==> config.mk <==
export PLATFORM = sky130hd
export DESIGN_NAME = tfr_ctrl
export DESIGN_NICKNAME = d
export VERILOG_FILES = /design/src/rtl/core/telemetry_frame_receiver_top_assert.svh /design/src/rtl/core/tfr_pkg.sv /design/src/rtl/core/tfr_ctrl.sv
export SDC_FILE = /design/constraint.sdc
export NUM_CORES = 1
export LEC_CHECK = 0
export ABC_AREA = 1
export ABC_CLOCK_PERIOD_IN_PS = 1200
export BUFFER_PORTS_ARGS = -buffer_cell sky130_fd_sc_hd__clkbuf_2
export CORE_AREA = 3 3 40 42
export CTS_CLUSTER_DIAMETER = 100
export DETAILED_ROUTE_END_ITERATION = 16
export DIE_AREA = 0 0 43 45
export PLACE_DENSITY = 0.75
export SLEW_MARGIN = 0
export SYNTH_ARGS = -nofsm -noshare
export SYNTH_HDL_FRONTEND = slang
export SYNTH_SLANG_ARGS = --single-unit
==> constraint.sdc <==
create_clock -name i_clk -period 1.2 [get_ports i_clk]
set_input_delay 0.24 -clock i_clk [delete_from_list [all_inputs] [get_ports i_clk]]
set_output_delay 0.24 -clock i_clk [all_outputs]
set_load 0.01 [all_outputs]
==> src/rtl/core/telemetry_frame_receiver_top_assert.svh <==
// Assertion macros used by the telemetry frame receiver top level.
`ifndef TELEMETRY_FRAME_RECEIVER_TOP_ASSERT_SVH
`define TELEMETRY_FRAME_RECEIVER_TOP_ASSERT_SVH

`ifndef ASSERT_OFF
// Same-cycle implication, disabled while reset is asserted.
`define TFR_ASSERT_IMPL(label, clk, rst_n, ante, cons, msg) \
    label: assert property (@(posedge clk) disable iff (!(rst_n)) (ante) |-> (cons)) \
        else $error(msg);
// Next-cycle implication, disabled while reset is asserted.
`define TFR_ASSERT_NEXT(label, clk, rst_n, ante, cons, msg) \
    label: assert property (@(posedge clk) disable iff (!(rst_n)) (ante) |=> (cons)) \
        else $error(msg);
`else
`define TFR_ASSERT_IMPL(label, clk, rst_n, ante, cons, msg)
`define TFR_ASSERT_NEXT(label, clk, rst_n, ante, cons, msg)
`endif

`endif

==> src/rtl/core/tfr_pkg.sv <==
// Package with types, constants and codes of the telemetry frame receiver.
package tfr_pkg;

    // Default sizes.
    localparam int DEF_MAX_DATA      = 32;
    localparam int DEF_HANDLER_COUNT = 16;

    // Fixed field widths.
    localparam int BYTE_W      = 8;
    localparam int PLEN_W      = 6;
    localparam int BIDX_W      = 5;
    localparam int MASK_W      = 16;
    localparam int MASK_IDX_W  = $clog2(MASK_W);
    localparam int CFG_INDEX_W = 3;
    localparam int CFG_DATA_W  = 16;

    // The length byte counts id and sequence besides the payload.
    localparam int MIN_LEN = 2;

    // Configuration register indexes.
    localparam logic [CFG_INDEX_W-1:0] CFG_USE_STUFFING   = 3'd0;
    localparam logic [CFG_INDEX_W-1:0] CFG_START_CODE     = 3'd1;
    localparam logic [CFG_INDEX_W-1:0] CFG_ESCAPE_CODE    = 3'd2;
    localparam logic [CFG_INDEX_W-1:0] CFG_ESC_START_CODE = 3'd3;
    localparam logic [CFG_INDEX_W-1:0] CFG_ESC_ESC_CODE   = 3'd4;
    localparam logic [CFG_INDEX_W-1:0] CFG_HANDLER_MASK   = 3'd5;

    // Configuration reset values.
    localparam logic              RST_USE_STUFFING   = 1'b1;
    localparam logic [BYTE_W-1:0] RST_START_CODE     = 8'd126;
    localparam logic [BYTE_W-1:0] RST_ESCAPE_CODE    = 8'd125;
    localparam logic [BYTE_W-1:0] RST_ESC_START_CODE = 8'd94;
    localparam logic [BYTE_W-1:0] RST_ESC_ESC_CODE   = 8'd93;
    localparam logic [MASK_W-1:0] RST_HANDLER_MASK   = 16'd0;

    // Byte substitution selects for the destuffer.
    localparam logic [1:0] SEL_RAW    = 2'd0;
    localparam logic [1:0] SEL_START  = 2'd1;
    localparam logic [1:0] SEL_ESCAPE = 2'd2;

    // Commands from the controller to the datapath.
    typedef struct packed {
        logic [1:0] sel;
        logic       load_len;
        logic       store_byte;
        logic       start_release;
        logic       rd_en;
        logic       rd_advance;
    } t_dp_cmd;

    // Status from the datapath to the controller.
    typedef struct packed {
        logic use_stuffing;
        logic raw_is_escape;
        logic raw_is_esc_start;
        logic raw_is_esc_escape;
        logic dec_is_start;
        logic len_ok;
        logic fill_last;
        logic sum_ok;
        logic id_ok;
        logic plen_zero;
        logic rd_last;
    } t_dp_status;

    // One result item.
    typedef struct packed {
        logic [BYTE_W-1:0] frame_id;
        logic [BYTE_W-1:0] frame_seq;
        logic [PLEN_W-1:0] payload_len;
        logic [BIDX_W-1:0] byte_index;
        logic [BYTE_W-1:0] payload_byte;
        logic              has_payload;
        logic              last;
    } t_tfr_result;

endpackage

==> src/rtl/core/tfr_ctrl.sv <==
// Controller state machine: receive phases, escape tracking and frame release.
module tfr_ctrl
    import tfr_pkg::*;
(
    input  logic       i_clk,
    input  logic       i_rst_n,
    input  logic       i_in_valid,
    input  logic       i_out_ready,
    input  t_dp_status i_status,
    output logic       o_in_ready,
    output logic       o_out_valid,
    output t_dp_cmd    o_cmd
);

    localparam logic [2:0] ST_HUNT = 3'd0;
    localparam logic [2:0] ST_LEN  = 3'd1;
    localparam logic [2:0] ST_DATA = 3'd2;
    localparam logic [2:0] ST_SUM  = 3'd3;
    localparam logic [2:0] ST_READ = 3'd4;
    localparam logic [2:0] ST_SEND = 3'd5;

    logic [2:0] r_state;
    logic [2:0] n_state;
    logic       r_esc_pending;
    logic       n_esc_pending;
    logic       do_phase;

    // Next state and datapath commands.
    always_comb begin
        n_state       = r_state;
        n_esc_pending = r_esc_pending;
        o_cmd         = '0;
        o_in_ready    = 1'b0;
        o_out_valid   = 1'b0;
        do_phase      = 1'b0;
        case (r_state)
            ST_HUNT, ST_LEN, ST_DATA, ST_SUM: begin
                o_in_ready = 1'b1;
                if (i_in_valid) begin
                    do_phase = 1'b1;
                    // Escape removal ahead of the phase logic.
                    if (i_status.use_stuffing) begin
                        if (r_esc_pending) begin
                            n_esc_pending = 1'b0;
                            if (i_status.raw_is_esc_start) begin
                                o_cmd.sel = SEL_START;
                            end else if (i_status.raw_is_esc_escape) begin
                                o_cmd.sel = SEL_ESCAPE;
                            end else begin
                                do_phase = 1'b0;
                                n_state  = ST_HUNT;
                            end
                        end else if (i_status.raw_is_escape) begin
                            n_esc_pending = 1'b1;
                            do_phase      = 1'b0;
                        end
                    end
                    if (do_phase) begin
                        case (r_state)
                            ST_HUNT: begin
                                if (i_status.dec_is_start) begin
                                    n_state = ST_LEN;
                                end
                            end
                            ST_LEN: begin
                                if (i_status.len_ok) begin
                                    o_cmd.load_len = 1'b1;
                                    n_state        = ST_DATA;
                                end else begin
                                    n_state       = ST_HUNT;
                                    n_esc_pending = 1'b0;
                                end
                            end
                            ST_DATA: begin
                                o_cmd.store_byte = 1'b1;
                                if (i_status.fill_last) begin
                                    n_state = ST_SUM;
                                end
                            end
                            default: begin
                                if (i_status.sum_ok && i_status.id_ok) begin
                                    o_cmd.start_release = 1'b1;
                                    n_state = i_status.plen_zero ? ST_SEND : ST_READ;
                                end else begin
                                    n_state = ST_HUNT;
                                end
                            end
                        endcase
                    end
                end
            end
            ST_READ: begin
                o_cmd.rd_en = 1'b1;
                n_state     = ST_SEND;
            end
            ST_SEND: begin
                o_out_valid = 1'b1;
                if (i_out_ready) begin
                    if (i_status.rd_last) begin
                        n_state = ST_HUNT;
                    end else begin
                        o_cmd.rd_advance = 1'b1;
                        n_state          = ST_READ;
                    end
                end
            end
            default: begin
                n_state       = ST_HUNT;
                n_esc_pending = 1'b0;
            end
        endcase
    end

    // State registers.
    always_ff @(posedge i_clk) begin
        if (!i_rst_n) begin
            r_state       <= ST_HUNT;
            r_esc_pending <= 1'b0;
        end else begin
            r_state       <= n_state;
            r_esc_pending <= n_esc_pending;
        end
    end

endmodule

==> results.txt <==
Post-DP HPWL - 1190 microns
#FFs+latches synth - 4
Critical path's slowest cell - dfxtp_4
Arrival time worst endpoint - 1.20 ns
Port buffer count - 23
Via count - 733
Final setup fails - 8
PwrDens - 590 mW/mm^2
Reg power frac - 27.7%
Die area - 0.00194 sq mm
Clk slew on worst S/H paths - 0.04 ns
Setup_tns - -1.40 ns
Clock latency on the worst-skew pair - 0.25 ns
Cells after synthesis - 87
Switch Pwr - 203 uW
# placed instances - 140
Design Area, Final - 947 sq um
CP Capture Type - output pin
Area share of the largest cell type after synthesis - 16.9%
P&R area growth vs syn - 100%
Clk sink count - 4
Hold WC Path Type - primary input to register
Die W - 43 microns
CTS tree - yes
Period Utilization, post-route - 120%
GPL Wtd Cong - 0.852
Yosys warns - 0
Top FF cell, synth - dfxtp_1
Status - complete, but fails checks
Fin crit period - 1.44 ns
Avg Cell Area, Syn - 5.44 sq um
Register area share after synthesis - 16.9%
Final setup margin - -0.242 ns
Worst endpoint required time - 0.96 ns
Max frequency - 693 MHz
Net count reported at finish - 150
Switching Share - 36.3%
Slew HR - 83.8%
Hold Vio Cnt, Final - 0
Drt initial violations - 17
Maximum clock insertion buffer count - 2
CP Class - register to output pin
Total CTS buffers - 3
EDFF count, synth - 0
Initial Utilization - 36.8%
Synth cell count leaders - nand2_1 (19), inv_1 (16), nor2_1 (15), o21ai_0 (5)
Post-Syn Nets - 102
IO Pins - 24
Largest net degree at the start of global routing - 7
Cell area after placement - 726 sq um
Unrepaired setup endpoints after global routing - true
Area leader, netlist - dfxtp_1
Crit-path max cell delay - 0.37 ns
# diodes - 0
Core ar. - 0.00128 sq mm
Int Pwr - 356 uW
Final core utilization - 73.7%
DRT antenna net count - 0
Startpoint Class - register
Clock power frac - 31.9%
Die Y - 45 microns
Top post-synthesis cells by area - dfxtp_1 (17%), nand2_1 (15%), inv_1 (13%), nor2_1 (12%), o21ai_0 (5.3%)
Total Routing Usage GR - 16.8%
Gate power share - 40.4%
First-pass GRT wire length - 2510 microns
Max-cap viol count - 0
Clk root buf - clkbuf_4
Hold buffer count at CTS - 0
Netlist cell types - 17
Failing checks - negative setup slack
Worst-Margin Slew - 0.242 ns
Fraction of registers with async set/reset - 0%
Mapped cell area - 473 sq um
Max Transition Viols Final - 0
Leak - 0.000514 uW
Vias/cell - 4.95
Place WS - -0.0586 ns
Antenna violations before repair - 0
Peak VDD IR - 0.255 mV
Vias in the first global route - 626
Layout cells sized above 1 - 64.7%
Row count - 13
First-pass DRT Iterations - 4
Crit-path cells - buf_4, nor4_4, buf_2
Overflow after GRT - 0
Post-route clock skew - 0.00645 ns
Post-route insts no fill - 148
WL/cell - 12.2 microns
Number of remaining DRC errors - 0
H-tree lvl count - 1
DRT Wirelength - 1810 microns
CP max FO - 4
Most common cell in the synthesized netlist - nand2_1
layout make-up:
cell class                 instances  area [sq um]
inverter                          18          75.1
tap                               15          18.8
sequential                         4          92.6
timing repair buffer              45           305
clock buffer                       3          22.5
multi-input combinational         63           433
fill                              92           338
power by group through the flow:
| stage | logic (uW) | clock network [uW] | registers [uW] |
|---|---|---|---|
| after floorplan | 97.3 | 0 | 146 |
| after global placement | 163 | 0 | 153 |
| after detailed placement | 167 | 0 | 154 |
| after CTS | 185 | 168 | 153 |
| after global routing | 247 | 186 | 155 |
| final | 226 | 178 | 155 |
cells by family after synthesis:
logic type	count (synthesis)	share of synthesized area, %
buffers and inverters	20	18.0
and+or+nand+nor	52	51.9
AOI/OAI and AO/OA	11	13.2
DFF	4	16.9
per-layer routing:
layer  up-vias  global-route usage (%)  part of all wire, %  routed length [microns]
met5         -                       0                    0                        0
met4         0                    7.23                  2.7                       48
met3         4                   0.398                  6.6                      120
met2        39                    31.7                   51                      927
met1       324                    20.0                   39                      712
li1        366                       -                    -                        -
state kept, by name, summed over array words and instances, names as in the netlist:
| signal | count |
|---|---|
| r_state | 3 |
| r_esc_pending | 1 |
worst paths after layout:
| kind | from | to | slack (ns) | cells past startpoint |
|---|---|---|---|---|
| setup / recovery | r_state[2] | o_cmd[5] | -0.24 | 3 |
| hold / removal | i_rst_n | r_state[0] | 0.26 | 3 |
| setup reg to reg | r_state[1] | r_state[0] | 0.01 | 8 |
| hold reg to reg | r_state[0] | r_state[0] | 0.62 | 2 |
critical path: cells and delay by family (launching register included):
kind	cells	cell delay, ns
flops	1	0.37
buf+inv	2	0.32
simple gates	1	0.26
stage by stage:
step	total power [uW]	hold WS (ns)
global route	588	0.305
finish	559	0.261
CTS	507	0.276
detailed placement	320	0.525
floorplan	244	0.397
global placement	316	0.499
cells in the final DEF (no fill, tap or decap), types with 3 or more instances in the layout:
cell type / netlist / routed
buf_4: 2 / 17
clkbuf_2: 0 / 15
inv_1: 16 / 12
nor2_1: 15 / 12
nand2_1: 19 / 11
nand2_2: 3 / 9
buf_2: 0 / 7
buf_6: 0 / 6
inv_2: 1 / 5
o21ai_0: 5 / 4
nor3_2: 0 / 3
nand4_1: 3 / 3
nor2_2: 0 / 3
a21oi_2: 2 / 3
clkbuf_4: 0 / 3
dfxtp_4: 0 / 3
what timing repair did:
action                                  CTS  global route
endpoints found under the setup margin   11            12
gates resized for setup                  22            33
pin swaps                                 4            11
buffers inserted                          3             3
(Power assumes the default switching activity.)
