===== src/rtl/core/telemetry_frame_receiver_top_assert.svh =====
// Assertion macros used by the telemetry frame receiver top level.
`ifndef TELEMETRY_FRAME_RECEIVER_TOP_ASSERT_SVH
`define TELEMETRY_FRAME_RECEIVER_TOP_ASSERT_SVH

`ifndef ASSERT_OFF
// Same-cycle implication, disabled while reset is asserted.
`define TFR_ASSERT_IMPL(label, clk, rst_n, ante, cons, msg) \
    label: assert property (@(posedge clk) disable iff (!(rst_n)) (ante) |-> (cons)) \
        else $error(msg);
// Next-cycle implication, disabled while reset is asserted.
`define TFR_ASSERT_NEXT(label, clk, rst_n, ante, cons, msg) \
    label: assert property (@(posedge clk) disable iff (!(rst_n)) (ante) |=> (cons)) \
        else $error(msg);
`else
`define TFR_ASSERT_IMPL(label, clk, rst_n, ante, cons, msg)
`define TFR_ASSERT_NEXT(label, clk, rst_n, ante, cons, msg)
`endif

`endif


===== src/rtl/core/tfr_pkg.sv =====
// Package with types, constants and codes of the telemetry frame receiver.
package tfr_pkg;

    // Default sizes.
    localparam int DEF_MAX_DATA      = 32;
    localparam int DEF_HANDLER_COUNT = 16;

    // Fixed field widths.
    localparam int BYTE_W      = 8;
    localparam int PLEN_W      = 6;
    localparam int BIDX_W      = 5;
    localparam int MASK_W      = 16;
    localparam int MASK_IDX_W  = $clog2(MASK_W);
    localparam int CFG_INDEX_W = 3;
    localparam int CFG_DATA_W  = 16;

    // The length byte counts id and sequence besides the payload.
    localparam int MIN_LEN = 2;

    // Configuration register indexes.
    localparam logic [CFG_INDEX_W-1:0] CFG_USE_STUFFING   = 3'd0;
    localparam logic [CFG_INDEX_W-1:0] CFG_START_CODE     = 3'd1;
    localparam logic [CFG_INDEX_W-1:0] CFG_ESCAPE_CODE    = 3'd2;
    localparam logic [CFG_INDEX_W-1:0] CFG_ESC_START_CODE = 3'd3;
    localparam logic [CFG_INDEX_W-1:0] CFG_ESC_ESC_CODE   = 3'd4;
    localparam logic [CFG_INDEX_W-1:0] CFG_HANDLER_MASK   = 3'd5;

    // Configuration reset values.
    localparam logic              RST_USE_STUFFING   = 1'b1;
    localparam logic [BYTE_W-1:0] RST_START_CODE     = 8'd126;
    localparam logic [BYTE_W-1:0] RST_ESCAPE_CODE    = 8'd125;
    localparam logic [BYTE_W-1:0] RST_ESC_START_CODE = 8'd94;
    localparam logic [BYTE_W-1:0] RST_ESC_ESC_CODE   = 8'd93;
    localparam logic [MASK_W-1:0] RST_HANDLER_MASK   = 16'd0;

    // Byte substitution selects for the destuffer.
    localparam logic [1:0] SEL_RAW    = 2'd0;
    localparam logic [1:0] SEL_START  = 2'd1;
    localparam logic [1:0] SEL_ESCAPE = 2'd2;

    // Commands from the controller to the datapath.
    typedef struct packed {
        logic [1:0] sel;
        logic       load_len;
        logic       store_byte;
        logic       start_release;
        logic       rd_en;
        logic       rd_advance;
    } t_dp_cmd;

    // Status from the datapath to the controller.
    typedef struct packed {
        logic use_stuffing;
        logic raw_is_escape;
        logic raw_is_esc_start;
        logic raw_is_esc_escape;
        logic dec_is_start;
        logic len_ok;
        logic fill_last;
        logic sum_ok;
        logic id_ok;
        logic plen_zero;
        logic rd_last;
    } t_dp_status;

    // One result item.
    typedef struct packed {
        logic [BYTE_W-1:0] frame_id;
        logic [BYTE_W-1:0] frame_seq;
        logic [PLEN_W-1:0] payload_len;
        logic [BIDX_W-1:0] byte_index;
        logic [BYTE_W-1:0] payload_byte;
        logic              has_payload;
        logic              last;
    } t_tfr_result;

endpackage


===== src/rtl/core/tfr_datapath.sv =====
// Datapath: configuration, destuffing, frame buffer, checksum and result fields.
module tfr_datapath
    import tfr_pkg::*;
#(
    parameter int MAX_DATA      = DEF_MAX_DATA,
    parameter int HANDLER_COUNT = DEF_HANDLER_COUNT
) (
    input  logic                   i_clk,
    input  logic                   i_rst_n,
    input  logic                   i_cfg_we,
    input  logic [CFG_INDEX_W-1:0] i_cfg_index,
    input  logic [CFG_DATA_W-1:0]  i_cfg_data,
    input  logic [BYTE_W-1:0]      i_rx_byte,
    input  t_dp_cmd                i_cmd,
    output t_dp_status             o_status,
    output t_tfr_result            o_result
);

    // Length counter width holds MAX_DATA + 2; address width covers the payload.
    localparam int LW = $clog2(MAX_DATA + MIN_LEN + 1);
    localparam int AW = (MAX_DATA > 1) ? $clog2(MAX_DATA) : 1;
    localparam logic [BYTE_W-1:0] LEN_MAX   = BYTE_W'(MAX_DATA + MIN_LEN);
    localparam logic [BYTE_W-1:0] LEN_MIN   = BYTE_W'(MIN_LEN);
    localparam logic [BYTE_W-1:0] ID_LIMIT  = BYTE_W'(HANDLER_COUNT);
    localparam logic [BYTE_W-1:0] MASK_LIM  = BYTE_W'(MASK_W);
    localparam logic [LW-1:0]     HDR_BYTES = LW'(MIN_LEN);

    logic              r_use_stuffing;
    logic [BYTE_W-1:0] r_start_code;
    logic [BYTE_W-1:0] r_escape_code;
    logic [BYTE_W-1:0] r_esc_start_code;
    logic [BYTE_W-1:0] r_esc_esc_code;
    logic [MASK_W-1:0] r_handler_mask;

    logic [LW-1:0]     r_len;
    logic [LW-1:0]     r_fill;
    logic [BYTE_W-1:0] r_sum;
    logic [BYTE_W-1:0] r_id;
    logic [BYTE_W-1:0] r_seq;
    logic [LW-1:0]     r_rd_idx;
    logic [BYTE_W-1:0] r_rd_data;
    logic [BYTE_W-1:0] mem [MAX_DATA];

    logic [BYTE_W-1:0] dec_byte;
    logic [LW-1:0]     plen;
    logic [LW-1:0]     wr_pos;
    logic              plen_zero;
    logic              rd_last;

    // Configuration registers.
    always_ff @(posedge i_clk) begin
        if (!i_rst_n) begin
            r_use_stuffing   <= RST_USE_STUFFING;
            r_start_code     <= RST_START_CODE;
            r_escape_code    <= RST_ESCAPE_CODE;
            r_esc_start_code <= RST_ESC_START_CODE;
            r_esc_esc_code   <= RST_ESC_ESC_CODE;
            r_handler_mask   <= RST_HANDLER_MASK;
        end else if (i_cfg_we) begin
            case (i_cfg_index)
                CFG_USE_STUFFING:   r_use_stuffing   <= i_cfg_data[0];
                CFG_START_CODE:     r_start_code     <= i_cfg_data[BYTE_W-1:0];
                CFG_ESCAPE_CODE:    r_escape_code    <= i_cfg_data[BYTE_W-1:0];
                CFG_ESC_START_CODE: r_esc_start_code <= i_cfg_data[BYTE_W-1:0];
                CFG_ESC_ESC_CODE:   r_esc_esc_code   <= i_cfg_data[BYTE_W-1:0];
                CFG_HANDLER_MASK:   r_handler_mask   <= i_cfg_data[MASK_W-1:0];
                default: begin
                end
            endcase
        end
    end

    // Destuffed byte as chosen by the controller.
    always_comb begin
        case (i_cmd.sel)
            SEL_START:  dec_byte = r_start_code;
            SEL_ESCAPE: dec_byte = r_escape_code;
            default:    dec_byte = i_rx_byte;
        endcase
    end

    assign plen      = r_len - HDR_BYTES;
    assign wr_pos    = r_fill - HDR_BYTES;
    assign plen_zero = (plen == '0);
    assign rd_last   = plen_zero || (LW'(r_rd_idx + 1'b1) == plen);

    // Status toward the controller.
    always_comb begin
        o_status.use_stuffing      = r_use_stuffing;
        o_status.raw_is_escape     = (i_rx_byte == r_escape_code);
        o_status.raw_is_esc_start  = (i_rx_byte == r_esc_start_code);
        o_status.raw_is_esc_escape = (i_rx_byte == r_esc_esc_code);
        o_status.dec_is_start      = (dec_byte == r_start_code);
        o_status.len_ok            = (dec_byte >= LEN_MIN) && (dec_byte <= LEN_MAX);
        o_status.fill_last         = (LW'(r_fill + 1'b1) == r_len);
        o_status.sum_ok            = (r_sum == dec_byte);
        o_status.id_ok             = (r_id < ID_LIMIT) && (r_id < MASK_LIM)
                                     && r_handler_mask[r_id[MASK_IDX_W-1:0]];
        o_status.plen_zero         = plen_zero;
        o_status.rd_last           = rd_last;
    end

    // Frame length, fill counter, running checksum and header bytes.
    always_ff @(posedge i_clk) begin
        if (!i_rst_n) begin
            r_len  <= '0;
            r_fill <= '0;
            r_sum  <= '0;
        end else if (i_cmd.load_len) begin
            r_len  <= LW'(dec_byte);
            r_fill <= '0;
            r_sum  <= '0;
        end else if (i_cmd.store_byte) begin
            r_fill <= r_fill + 1'b1;
            r_sum  <= r_sum ^ dec_byte;
        end
    end

    always_ff @(posedge i_clk) begin
        if (i_cmd.store_byte && (r_fill == '0)) begin
            r_id <= dec_byte;
        end
        if (i_cmd.store_byte && (r_fill == LW'(1))) begin
            r_seq <= dec_byte;
        end
    end

    // Payload buffer with a registered read port.
    always_ff @(posedge i_clk) begin
        if (i_cmd.store_byte && (r_fill >= HDR_BYTES)) begin
            mem[wr_pos[AW-1:0]] <= dec_byte;
        end
        if (i_cmd.rd_en) begin
            r_rd_data <= mem[r_rd_idx[AW-1:0]];
        end
    end

    // Release read pointer.
    always_ff @(posedge i_clk) begin
        if (!i_rst_n) begin
            r_rd_idx <= '0;
        end else if (i_cmd.start_release) begin
            r_rd_idx <= '0;
        end else if (i_cmd.rd_advance) begin
            r_rd_idx <= r_rd_idx + 1'b1;
        end
    end

    // Result fields, stable while the controller presents them.
    always_comb begin
        o_result.frame_id     = r_id;
        o_result.frame_seq    = r_seq;
        o_result.payload_len  = PLEN_W'(plen);
        o_result.byte_index   = BIDX_W'(r_rd_idx);
        o_result.payload_byte = plen_zero ? '0 : r_rd_data;
        o_result.has_payload  = !plen_zero;
        o_result.last         = rd_last;
    end

endmodule


===== config.mk =====
export PLATFORM = sky130hd
export DESIGN_NAME = tfr_datapath
export DESIGN_NICKNAME = d
export VERILOG_FILES = /design/src/rtl/core/telemetry_frame_receiver_top_assert.svh /design/src/rtl/core/tfr_pkg.sv /design/src/rtl/core/tfr_datapath.sv
export SDC_FILE = /design/constraint.sdc
export NUM_CORES = 1
export LEC_CHECK = 0
export ABC_AREA = 1
export BUFFER_PORTS_ARGS = -buffer_cell sky130_fd_sc_hd__buf_2
export CAP_MARGIN = 30
export CORE_ASPECT_RATIO = 1.2
export CORE_MARGIN = 3
export CORE_UTILIZATION = 29
export DETAILED_ROUTE_END_ITERATION = 16
export SLEW_MARGIN = 20
export SYNTH_ARGS = -nofsm -noshare
export SYNTH_HDL_FRONTEND = slang
export SYNTH_SLANG_ARGS = --single-unit

===== constraint.sdc =====
create_clock -name i_clk -period 2.92 [get_ports i_clk]
set_input_delay 0.438 -clock i_clk [delete_from_list [all_inputs] [get_ports i_clk]]
set_output_delay 0.438 -clock i_clk [all_outputs]
set_load 0.02 [all_outputs]

==> metrics.md, run 1 <==
| Metric | Value |
|---|---|
| CTS tree | built |
| Nets | 1781 |
| Final setup fails | 0 |
| Pwr/cell area | 630.1 nW/um2 |
| Total global routing track utilization | 0.1416 |
| Ranking of synthesized cells by area | edfxtp_1 (54%), nand2_1 (13%), dfxtp_1 (9.6%) |
| Post-CTS setup repair buffer count | 0 |
| Fmax | 0.3634 GHz |
| Setup crit end | o_result[2] |
| CTS Hold Bufs | 0 |
| Placed Cells | 2398 |
| CP delay by family, top | buffers and inverters |
| Register area share after synthesis | 0.6339 |
| CTS sink cnt | 355 |
| Global-route wire length before repair | 62720 um |
| HPWL after DPL | 26700 um |
| Max-cap violations | 0 |
| Clock share of power | 0.404 |
| DR vias/cell | 4.680 |
| Final slew viol count | 0 |
| Asr flop ratio synth | 0 |
| Number of cells on the critical path | 9 |
| Congestion Overflow GR | 0 |
| Clk_lat worst skew | 0.54 ns |
| Leakage | 7.290 nW |
| Crit path max fanout | 9 |
| CTS buffer count | 39 |
| Avg Cell Area, Syn | 9.590 um2 |
| Syn Inst Count | 1630 |
| Fin crit share | 0.9425 |
| Max clock buf depth | 3 |
| Synth top area share | 0.5379 |
| Post-Route WL | 40600 um |
| Ratio of cells with drive above 1 in the final layout | 0.1208 |
| Overall power | 11.43 mW |
| Worst VDD drop | 0.4491 mV |
| Drt pass-1 iters | 5 |
| DRT iter0 DRCs | 805 |
| Synth Net Count | 1677 |
| Post-Layout Inst Area | 18130 um2 |
| Worst slew pin tran | 0.7952 ns |
| Placed inst area | 16910 um2 |
| Number of flops mapped to enable cells by yosys | 280 |
| Die Y | 260.3 um |
| Worst Setup SP | r_len[1] |
| Worst min path class | in -> reg |
| Yosys warns | 0 |
| Share of power burned in registers | 0.498 |
| Core area | 52950 um2 |
| Max reg flops | 256 |
| FF-to-FF End | mem[8][0] |
| Layout area overhead | 16.01% |
| Util after Layout | 0.3425 |
| Routability cong. | 0.8538 |
| Final ANT Viol Nets | 0 |
| Top FF cell, synth | edfxtp_1 |
| Psw | 2.788 mW |
| Final setup TNS | 0 ns |
| Fill count | 5463 |
| DRC | 0 |
| Worst Path Required | 2.48 ns |
| Reg2Reg Setup Slack | 0.62 ns |
| Root buffer cell | clkbuf_16 |
| Initial core utilization | 0.2952 |
| Share of power burned in combinational logic | 0.098 |
| Crit path largest cell delay | 0.41 ns |
| Worst Setup End Kind | output pin |
| Row cnt | 92 |
| Buffers plus inverters on the worst setup path | 4 |
| Yosys top cell by area | edfxtp_1 |
| Minimum clock period after layout | 2.752 ns |
| Avg WL per Cell | 16.44 um |
| Cells on worst reg2reg path | 7 |
| Final Hold Vio Count | 0 |
| IO Count | 85 |
| Die ar. | 56740 um2 |
| I/O Buffers | 84 |
| Die width | 217.9 um |
| Fin cells | 2469 |
| #FFs+latches synth | 355 |
| Setup skew after layout | 0.01902 ns |
| Number of global-route vias before repair | 11094 |
| Top-count cell post-synth | nand2_1 |
| Kind of critical path | reg -> out |
| CP Launch Type | register |
| Net Sw Frac | 0.2440 |
| FF-to-FF Start | r_fill[0] |
| Worst-path cell chain | inv_1 > ha_1 > xnor2_2 > inv_1 > nor2_1 > nand3_4 > inv_4 > nor2_1 > buf_2 |
| Status | finished, final reports clean |
| H-tree levels | 2 |
| Unique cell type count in the Yosys netlist | 30 |
| Synthesized area | 15630 um2 |
| Top cells by count, synth | nand2_1 (555), edfxtp_1 (280), nand3_1 (238), nor2_1 (133), inv_1 (102) |
| Crit-path slowest cell | dfxtp_1 |
| Pin count of the biggest net entering global routing | 74 |
| Internal | 8.638 mW |
| Post-CTS sizing | 1 |
| CP Data Arrival Time | 2.31 ns |
| Max_slew headroom | 0.4679 |
| Initial antenna violation count | 1 |
| Clock slew at reported path FFs | 0.06 ns |
| Via Count | 11554 |
## kinds of logic (layout without fill, tap and decap cells)
| family | count (synthesis) | after routing | synth area share |
|---|---|---|---|
| flip-flops | 355 | 355 | 0.6339 |
| AO/OA/AOI/OAI | 101 | 101 | 0.03426 |
| adder cells (fa/ha/maj) | 10 | 10 | 0.008004 |
| XOR/XNOR | 26 | 26 | 0.01457 |
| other | 0 | 1 | 0 |
| AND/OR/NAND/NOR | 950 | 950 | 0.2511 |
| buffers and inverters | 188 | 321 | 0.05819 |
## worst min path at each step
stage | startpoint | end | slack [ns] | cells after the start
final | i_cmd[0] | r_rd_idx[2] | 0.14 | 2
after global routing | i_cmd[0] | r_rd_idx[2] | 0.12 | 2
after CTS | i_cmd[0] | r_rd_idx[2] | 0.12 | 2
after detailed placement | r_esc_start_code[5] | r_esc_start_code[5] | 0.46 | 2
after global placement | r_use_stuffing | r_use_stuffing | 0.44 | 2
after floorplan | r_handler_mask[5] | r_handler_mask[5] | 0.43 | 2
## area by class of cell
cell class | instances | area [um2] | area share
Clock inverter | 17 | 103.9 | 0.005727
Tap cell | 705 | 882.1 | 0.04864
Inverter | 108 | 410.4 | 0.02263
Multi-Input combinational cell | 1087 | 4841 | 0.2669
Antenna cell | 1 | 2.502 | 0.0001380
Timing Repair Buffer | 143 | 888.4 | 0.04899
Sequential cell | 355 | 9916 | 0.5468
Clock buffer | 53 | 1091 | 0.06016
## metrics by stage
step | hold slack [ns] | setup WS, ns
floorplan | 0.4293 | 0.2267
global placement | 0.4398 | 0.4292
detailed placement | 0.4579 | 0.3943
CTS | 0.1160 | 0.01453
global route | 0.1236 | -0.003844
finish | 0.1387 | 0.1680
## cells in the final DEF, fill, tap and decap left out, drive strengths merged, types with 2 or more instances in the layout
cell    synthesis  layout
inv           105     105
clkinv          3      18
xor2           14      14
dfxtp          75      75
buf            69     143
edfxtp        280     280
clkbuf         11      53
o21ai          57      57
nand3         238     238
a21oi          29      29
or2             8       8
ha             10      10
nand4          11      11
nand2         556     556
xnor2          12      12
nor4            2       2
o211ai          7       7
nor2          134     134
o22ai           6       6
## metal layers
metal	vias to the layer above	track usage	part of all wire	routed length (um)
met5	-	0	0.00032	13
met3	57	0.02690	0.062	2507
met1	5554	0.1776	0.42	17090
met2	305	0.2479	0.50	20180
met4	2	0.04205	0.020	800
li1	5636	-	-	-
## power by group through the flow
| stage | clock network (mW) | logic [mW] | registers [mW] |
|---|---|---|---|
| 6_report | 4.62 | 1.12 | 5.69 |
| 5_1_grt | 4.95 | 1.24 | 5.70 |
| 4_1_cts | 4.73 | 1.12 | 5.69 |
| 3_5_place_dp | 0 | 1.12 | 5.80 |
| 3_3_place_gp | 0 | 1.09 | 5.80 |
| 2_1_floorplan | 0 | 0.688 | 5.80 |
Power figures use the tool's default switching activity.
==> run 2: changes to the inputs <==
--- a/config.mk
+++ b/config.mk
@@ -6,12 +6,14 @@
 export NUM_CORES = 1
 export LEC_CHECK = 0
 export ABC_AREA = 1
-export BUFFER_PORTS_ARGS = -buffer_cell sky130_fd_sc_hd__buf_2
 export CAP_MARGIN = 30
 export CORE_ASPECT_RATIO = 1.2
 export CORE_MARGIN = 3
 export CORE_UTILIZATION = 29
+export CTS_BUF_LIST = sky130_fd_sc_hd__clkbuf_8 sky130_fd_sc_hd__clkbuf_16
 export DETAILED_ROUTE_END_ITERATION = 16
+export DONT_BUFFER_PORTS = 1
+export REMOVE_ABC_BUFFERS = 1
 export SLEW_MARGIN = 20
 export SYNTH_ARGS = -nofsm -noshare
 export SYNTH_HDL_FRONTEND = slang
==> metrics.md, run 2 (same netlist as run 1, synthesis figures left out) <==
| Metric | Value |
|---|---|
| Status | finished, final reports clean |
| DRC | 0 |
| DRT iter0 DRCs | 901 |
| Crit path largest cell delay | 0.41 ns |
| Number of global-route vias before repair | 10943 |
| Post-Route WL | 40760 um |
| Final Hold Vio Count | 0 |
| Pwr/cell area | 654.3 nW/um2 |
| Worst slew pin tran | 0.9199 ns |
| Initial antenna violation count | 0 |
| I/O Buffers | 0 |
| Clk_lat worst skew | 0.55 ns |
| Layout area overhead | 15.35% |
| CTS sink cnt | 355 |
| Max-cap violations | 0 |
| CP most frequent cell | inv_2 |
| DR vias/cell | 4.718 |
| Final slew viol count | 0 |
| Setup skew after layout | 0.01566 ns |
| FF/Latch Area | 9916 um2 |
| Die width | 217.9 um |
| Worst min path class | in -> reg |
| Root buffer cell | clkbuf_16 |
| Worst-path cell chain | inv_2 > ha_1 > xnor2_2 > inv_1 > nor2_1 > nand3_2 > inv_2 > buf_4 |
| Core area | 52950 um2 |
| IO Count | 85 |
| Via Count | 11343 |
| Clock share of power | 0.427 |
| Crit-path slowest cell | dfxtp_1 |
| HPWL after DPL | 25880 um |
| Fill count | 5378 |
| Global-route wire length before repair | 62300 um |
| Psw | 2.822 mW |
| FF-to-FF Start | r_fill[0] |
| Avg WL per Cell | 16.96 um |
| Diodes inserted | 0 |
| Ratio of cells with drive above 1 in the final layout | 0.08299 |
| CTS buffer count | 41 |
| Die Y | 260.3 um |
| Commonest cells after routing, fill and taps aside | nand2_1 (555), edfxtp_1 (280), nand3_1 (237) |
| Pin count of the biggest net entering global routing | 104 |
| Max_slew headroom | 0.3847 |
| CP Data Arrival Time | 2.35 ns |
| Max reg flops | 256 |
| Max clock buf depth | 3 |
| Routability cong. | 0.8934 |
| Buffers plus inverters on the worst setup path | 4 |
| Total global routing track utilization | 0.1408 |
| Share of power burned in combinational logic | 0.088 |
| Initial core utilization | 0.2952 |
| Util after Layout | 0.3405 |
| Worst Path Required | 2.48 ns |
| Multi-input combinational cell area | 4828 um2 |
| Share of power burned in registers | 0.485 |
| Final setup fails | 0 |
| Final ANT Viol Nets | 0 |
| Drt pass-1 iters | 5 |
| Kind of critical path | reg -> out |
| Minimum clock period after layout | 2.785 ns |
| Fmax | 0.3591 GHz |
| Commonest non-fill, non-tap cell in the layout | nand2_1 |
| Crit path max fanout | 9 |
| Worst Setup End Kind | output pin |
| Fin crit share | 0.9537 |
| H-tree levels | 2 |
| CP Launch Type | register |
| Min Hold Slack | 0.02220 ns |
| CTS tree | built |
| Worst VDD drop | 0.4285 mV |
| CP delay by family, top | buffers and inverters |
| Row cnt | 92 |
| Internal | 8.976 mW |
| Net Sw Frac | 0.2392 |
| Congestion Overflow GR | 0 |
| Die ar. | 56740 um2 |
| Leakage | 7.148 nW |
| Clock slew at reported path FFs | 0.06 ns |
| Worst Min Path Start | i_cfg_data[4] |
| Worst Setup SP | r_len[1] |
| Nets | 1716 |
==> run 2: cell count changes in the layout (fill, tap and decap cells not counted), moves of 3 or more <==
cell,change
clkbuf_16,+3
inv_1,+13
clkinv_1,-8
buf_2,-84
clkbuf_1,-10
inv_2,+3
dlygate4sd3_1,+13
bufinv_16,+3
==> run 2: cell type report <==
| type | instances | area share |
|---|---|---|
| Clock buffer | 44 | 0.06106 |
| Clock inverter | 29 | 0.01311 |
| Inverter | 108 | 0.02262 |
| Multi-Input combinational cell | 1087 | 0.2678 |
| Sequential cell | 355 | 0.5499 |
| Tap cell | 705 | 0.04892 |
| Timing Repair Buffer | 76 | 0.03664 |
==> run 2: routing by layer <==
| layer | wire (um) | GRT usage | part of all wire |
|---|---|---|---|
| met1 | 16660 | 0.1722 | 0.41 |
| met2 | 19940 | 0.2432 | 0.49 |
| met3 | 3054 | 0.03622 | 0.075 |
| met4 | 1110 | 0.04441 | 0.027 |
| met5 | 0 | 0 | 0 |
==> run 2: path summary, 6_finish.rpt <==
kind,end,slack [ns],depth (start not counted)
max,o_status[1],0.14,8
min,r_start_code[4],0.02,2
max reg2reg,mem[8][7],0.65,6
min reg2reg,r_handler_mask[5],0.45,2
==> run 2: power by group through the flow <==
stage                     clock, mW  sequential (mW)  combinational (mW)
after global placement            0             5.83               0.989
final                          5.04             5.72                1.04
after CTS                      5.15             5.72                1.03
after floorplan                   0             5.83               0.606
after global routing           5.34             5.73                1.15
after detailed placement          0             5.83                1.00
==> run 2: stage by stage <==
| step | power (mW) | TNS, ns | instance area [um2] | setup slack (ns) | cells |
|---|---|---|---|---|---|
| after global placement | 6.817 | 0 | 16530 | 0.5032 | 2317 |
| after CTS | 11.91 | 0 | 18010 | 0.08515 | 2403 |
| after floorplan | 6.437 | -21.86 | 15130 | -2.118 | 1550 |
| after global routing | 12.22 | -0.004262 | 18030 | -0.004262 | 2404 |
| final | 11.80 | 0 | 18030 | 0.1352 | 2404 |
| after detailed placement | 6.828 | 0 | 16530 | 0.4596 | 2317 |
==> run 2: timing repair <==
action	CTS	global route
resized for setup	2	3
hold buffers	13	0
endpoints found under the setup margin	11	12
buffers inserted	0	1
endpoints found under the hold margin	33	0
==> run 3: changes to the inputs <==
--- a/config.mk
+++ b/config.mk
@@ -5,7 +5,6 @@
 export SDC_FILE = /design/constraint.sdc
 export NUM_CORES = 1
 export LEC_CHECK = 0
-export ABC_AREA = 1
 export CAP_MARGIN = 30
 export CORE_ASPECT_RATIO = 1.2
 export CORE_MARGIN = 3
==> metrics.md, run 3 <==
| Metric | Value |
|---|---|
| Status | finished, final reports clean |
| Pin count of the biggest net entering global routing | 41 |
| Max_slew headroom | 0.4719 |
| Cells on worst reg2reg path | 4 |
| Row cnt | 90 |
| Leakage | 5.623 nW |
| Drt pass-1 iters | 5 |
| Clock slew at reported path FFs | 0.06 ns |
| Ratio of cells with drive above 1 in the final layout | 0.2105 |
| Yosys warns | 0 |
| Number of global-route vias before repair | 8339 |
| CTS tree | built |
| Root buffer cell | clkbuf_16 |
| Core area | 50450 um2 |
| DR vias/cell | 4.783 |
| Initial antenna violation count | 0 |
| Fmax | 0.3515 GHz |
| DRC | 0 |
| Util after Layout | 0.3417 |
| Asr flop ratio synth | 0 |
| I/O Buffers | 0 |
| Nets | 1064 |
| Number of flops mapped to enable cells by yosys | 280 |
| Worst VDD drop | 0.3751 mV |
| Setup crit end | o_result[0] |
| Die width | 212.7 um |
| DRT iter0 DRCs | 457 |
| Congestion Overflow GR | 0 |
| Initial core utilization | 0.2946 |
| Final setup fails | 0 |
| Worst Setup SP | r_rd_idx[0] |
| CP Data Arrival Time | 2.41 ns |
| CTS buffer count | 38 |
| Total global routing track utilization | 0.1248 |
| Max reg flops | 256 |
| H-tree levels | 2 |
| Reg2Reg Setup Slack | 0.46 ns |
| CTS sink cnt | 355 |
| #FFs+latches synth | 355 |
| Yosys top cell by area | edfxtp_1 |
| Via Count | 8078 |
| Final slew viol count | 0 |
| Avg WL per Cell | 19.94 um |
| Worst min path class | in -> reg |
| Placed Cells | 1614 |
| Max-cap violations | 0 |
| Fin cells | 1689 |
| Ranking of synthesized cells by area | edfxtp_1 (57%), mux4_2 (11%), dfxtp_1 (10%) |
| Final Hold Vio Count | 0 |
| Synth top area share | 0.5657 |
| Overall power | 10.66 mW |
| Register area share after synthesis | 0.6667 |
| Clk_lat worst skew | 0.53 ns |
| Fill count | 4831 |
| Pwr/cell area | 618.6 nW/um2 |
| Max clock buf depth | 3 |
| Top cells by count, synth | edfxtp_1 (280), nand2_1 (126), dfxtp_1 (75), mux4_2 (71), nor2_1 (68) |
| CP Launch Type | register |
| Top FF cell, synth | edfxtp_1 |
| Die Y | 254.0 um |
| Crit path max fanout | 4 |
| IO Count | 85 |
| Commonest cells after routing, fill and taps aside | edfxtp_1 (280), nand2_1 (126), mux4_2 (71) |
| FF-to-FF Start | r_rd_idx[0] |
| HPWL after DPL | 22520 um |
| Kind of critical path | reg -> out |
| Worst Setup End Kind | output pin |
| Diodes inserted | 0 |
| Worst slew pin tran | 0.7896 ns |
| Worst Hold Depth | 0 |
| Setup skew after layout | 0.02431 ns |
| Die ar. | 54020 um2 |
| Global-route wire length before repair | 51430 um |
| Routability cong. | 0.7722 |
| Fin crit share | 0.9743 |
| Commonest non-fill, non-tap cell in the layout | edfxtp_1 |
| Min Hold Slack | 0.02736 ns |
| Post-Route WL | 33680 um |
| Minimum clock period after layout | 2.845 ns |
| Avg Cell Area, Syn | 15.56 um2 |
| FF-to-FF End | r_rd_data[2] |
| Layout area overhead | 15.97% |
| Final ANT Viol Nets | 0 |
| Final setup TNS | 0 ns |
| Worst Path Required | 2.48 ns |
| Syn Inst Count | 955 |
| Synthesized area | 14860 um2 |
| Top-count cell post-synth | edfxtp_1 |
| Worst Min Path Start | i_cmd[1] |
| Unique cell type count in the Yosys netlist | 47 |
## run 3: what timing repair did
action / 4_1_cts / 5_1_grt
hold buffers: 3 / 0
hold endpoints to repair: 25 / 0
gates cloned: 0 / 0
gates resized for setup: 7 / 4
endpoints found under the setup margin: 11 / 12
buffers inserted: 0 / 4
pin swaps: 1 / 2
## run 3: worst min-delay path by stage
stage | endpoint | slack (ns)
after CTS | r_rd_data[7] | 0.001
after global routing | r_rd_data[4] | 0.00009
after global placement | r_handler_mask[8] | 0.45
after floorplan | r_handler_mask[12] | 0.44
after detailed placement | r_handler_mask[6] | 0.46
final | r_rd_data[7] | 0.03
## run 3: kinds of logic after synthesis
logic type | synth area share
simple gates | 0.08426
xor+xnor | 0.04478
fa+ha+maj | 0.008418
flops | 0.6667
compound gates | 0.02912
buf+inv | 0.02298
mux | 0.1438
## run 3: routing by layer
metal / part of all wire / vias up / global-route usage
li1: - / 3723 / -
met1: 0.42 / 4122 / 0.1585
met2: 0.50 / 187 / 0.2129
met3: 0.061 / 46 / 0.03111
met4: 0.020 / 0 / 0.03366
met5: 0 / - / 0
## run 3: layout make-up
| class | count | area [um2] | share of cell area |
|---|---|---|---|
| clock buffers | 39 | 975.9 | 0.05662 |
| flip-flops and latches | 355 | 9921 | 0.5755 |
| multi-input cells | 534 | 4748 | 0.2755 |
| clock inverters | 29 | 130.1 | 0.007549 |
| well taps | 644 | 805.8 | 0.04674 |
| inverters | 13 | 48.80 | 0.002831 |
| repair buffers | 75 | 608.1 | 0.03528 |
## run 3: stage by stage
| step | cell area (um2) | worst slack, ns |
|---|---|---|
| after floorplan | 14570 | -2.650 |
| after global placement | 16020 | -0.01630 |
| after detailed placement | 16020 | -0.0003837 |
| after CTS | 17180 | 0.003082 |
| after global routing | 17240 | -0.02934 |
| final | 17240 | 0.07503 |
## run 3: critical path, cell delays in order (launching register included)
cell and delay [ns]:
dfxtp_4 0.38, ha_2 0.24, nand3_1 0.10, xor2_1 0.21
xnor2_1 0.09, or3_1 0.38, o31ai_1 0.25, buf_4 0.22
## run 3: power breakdown
part | internal, mW | total, mW | switching, mW
Clock | 2.41 | 4.27 | 1.85
Sequential | 5.59 | 5.66 | 0.0756
Combinational | 0.297 | 0.735 | 0.438
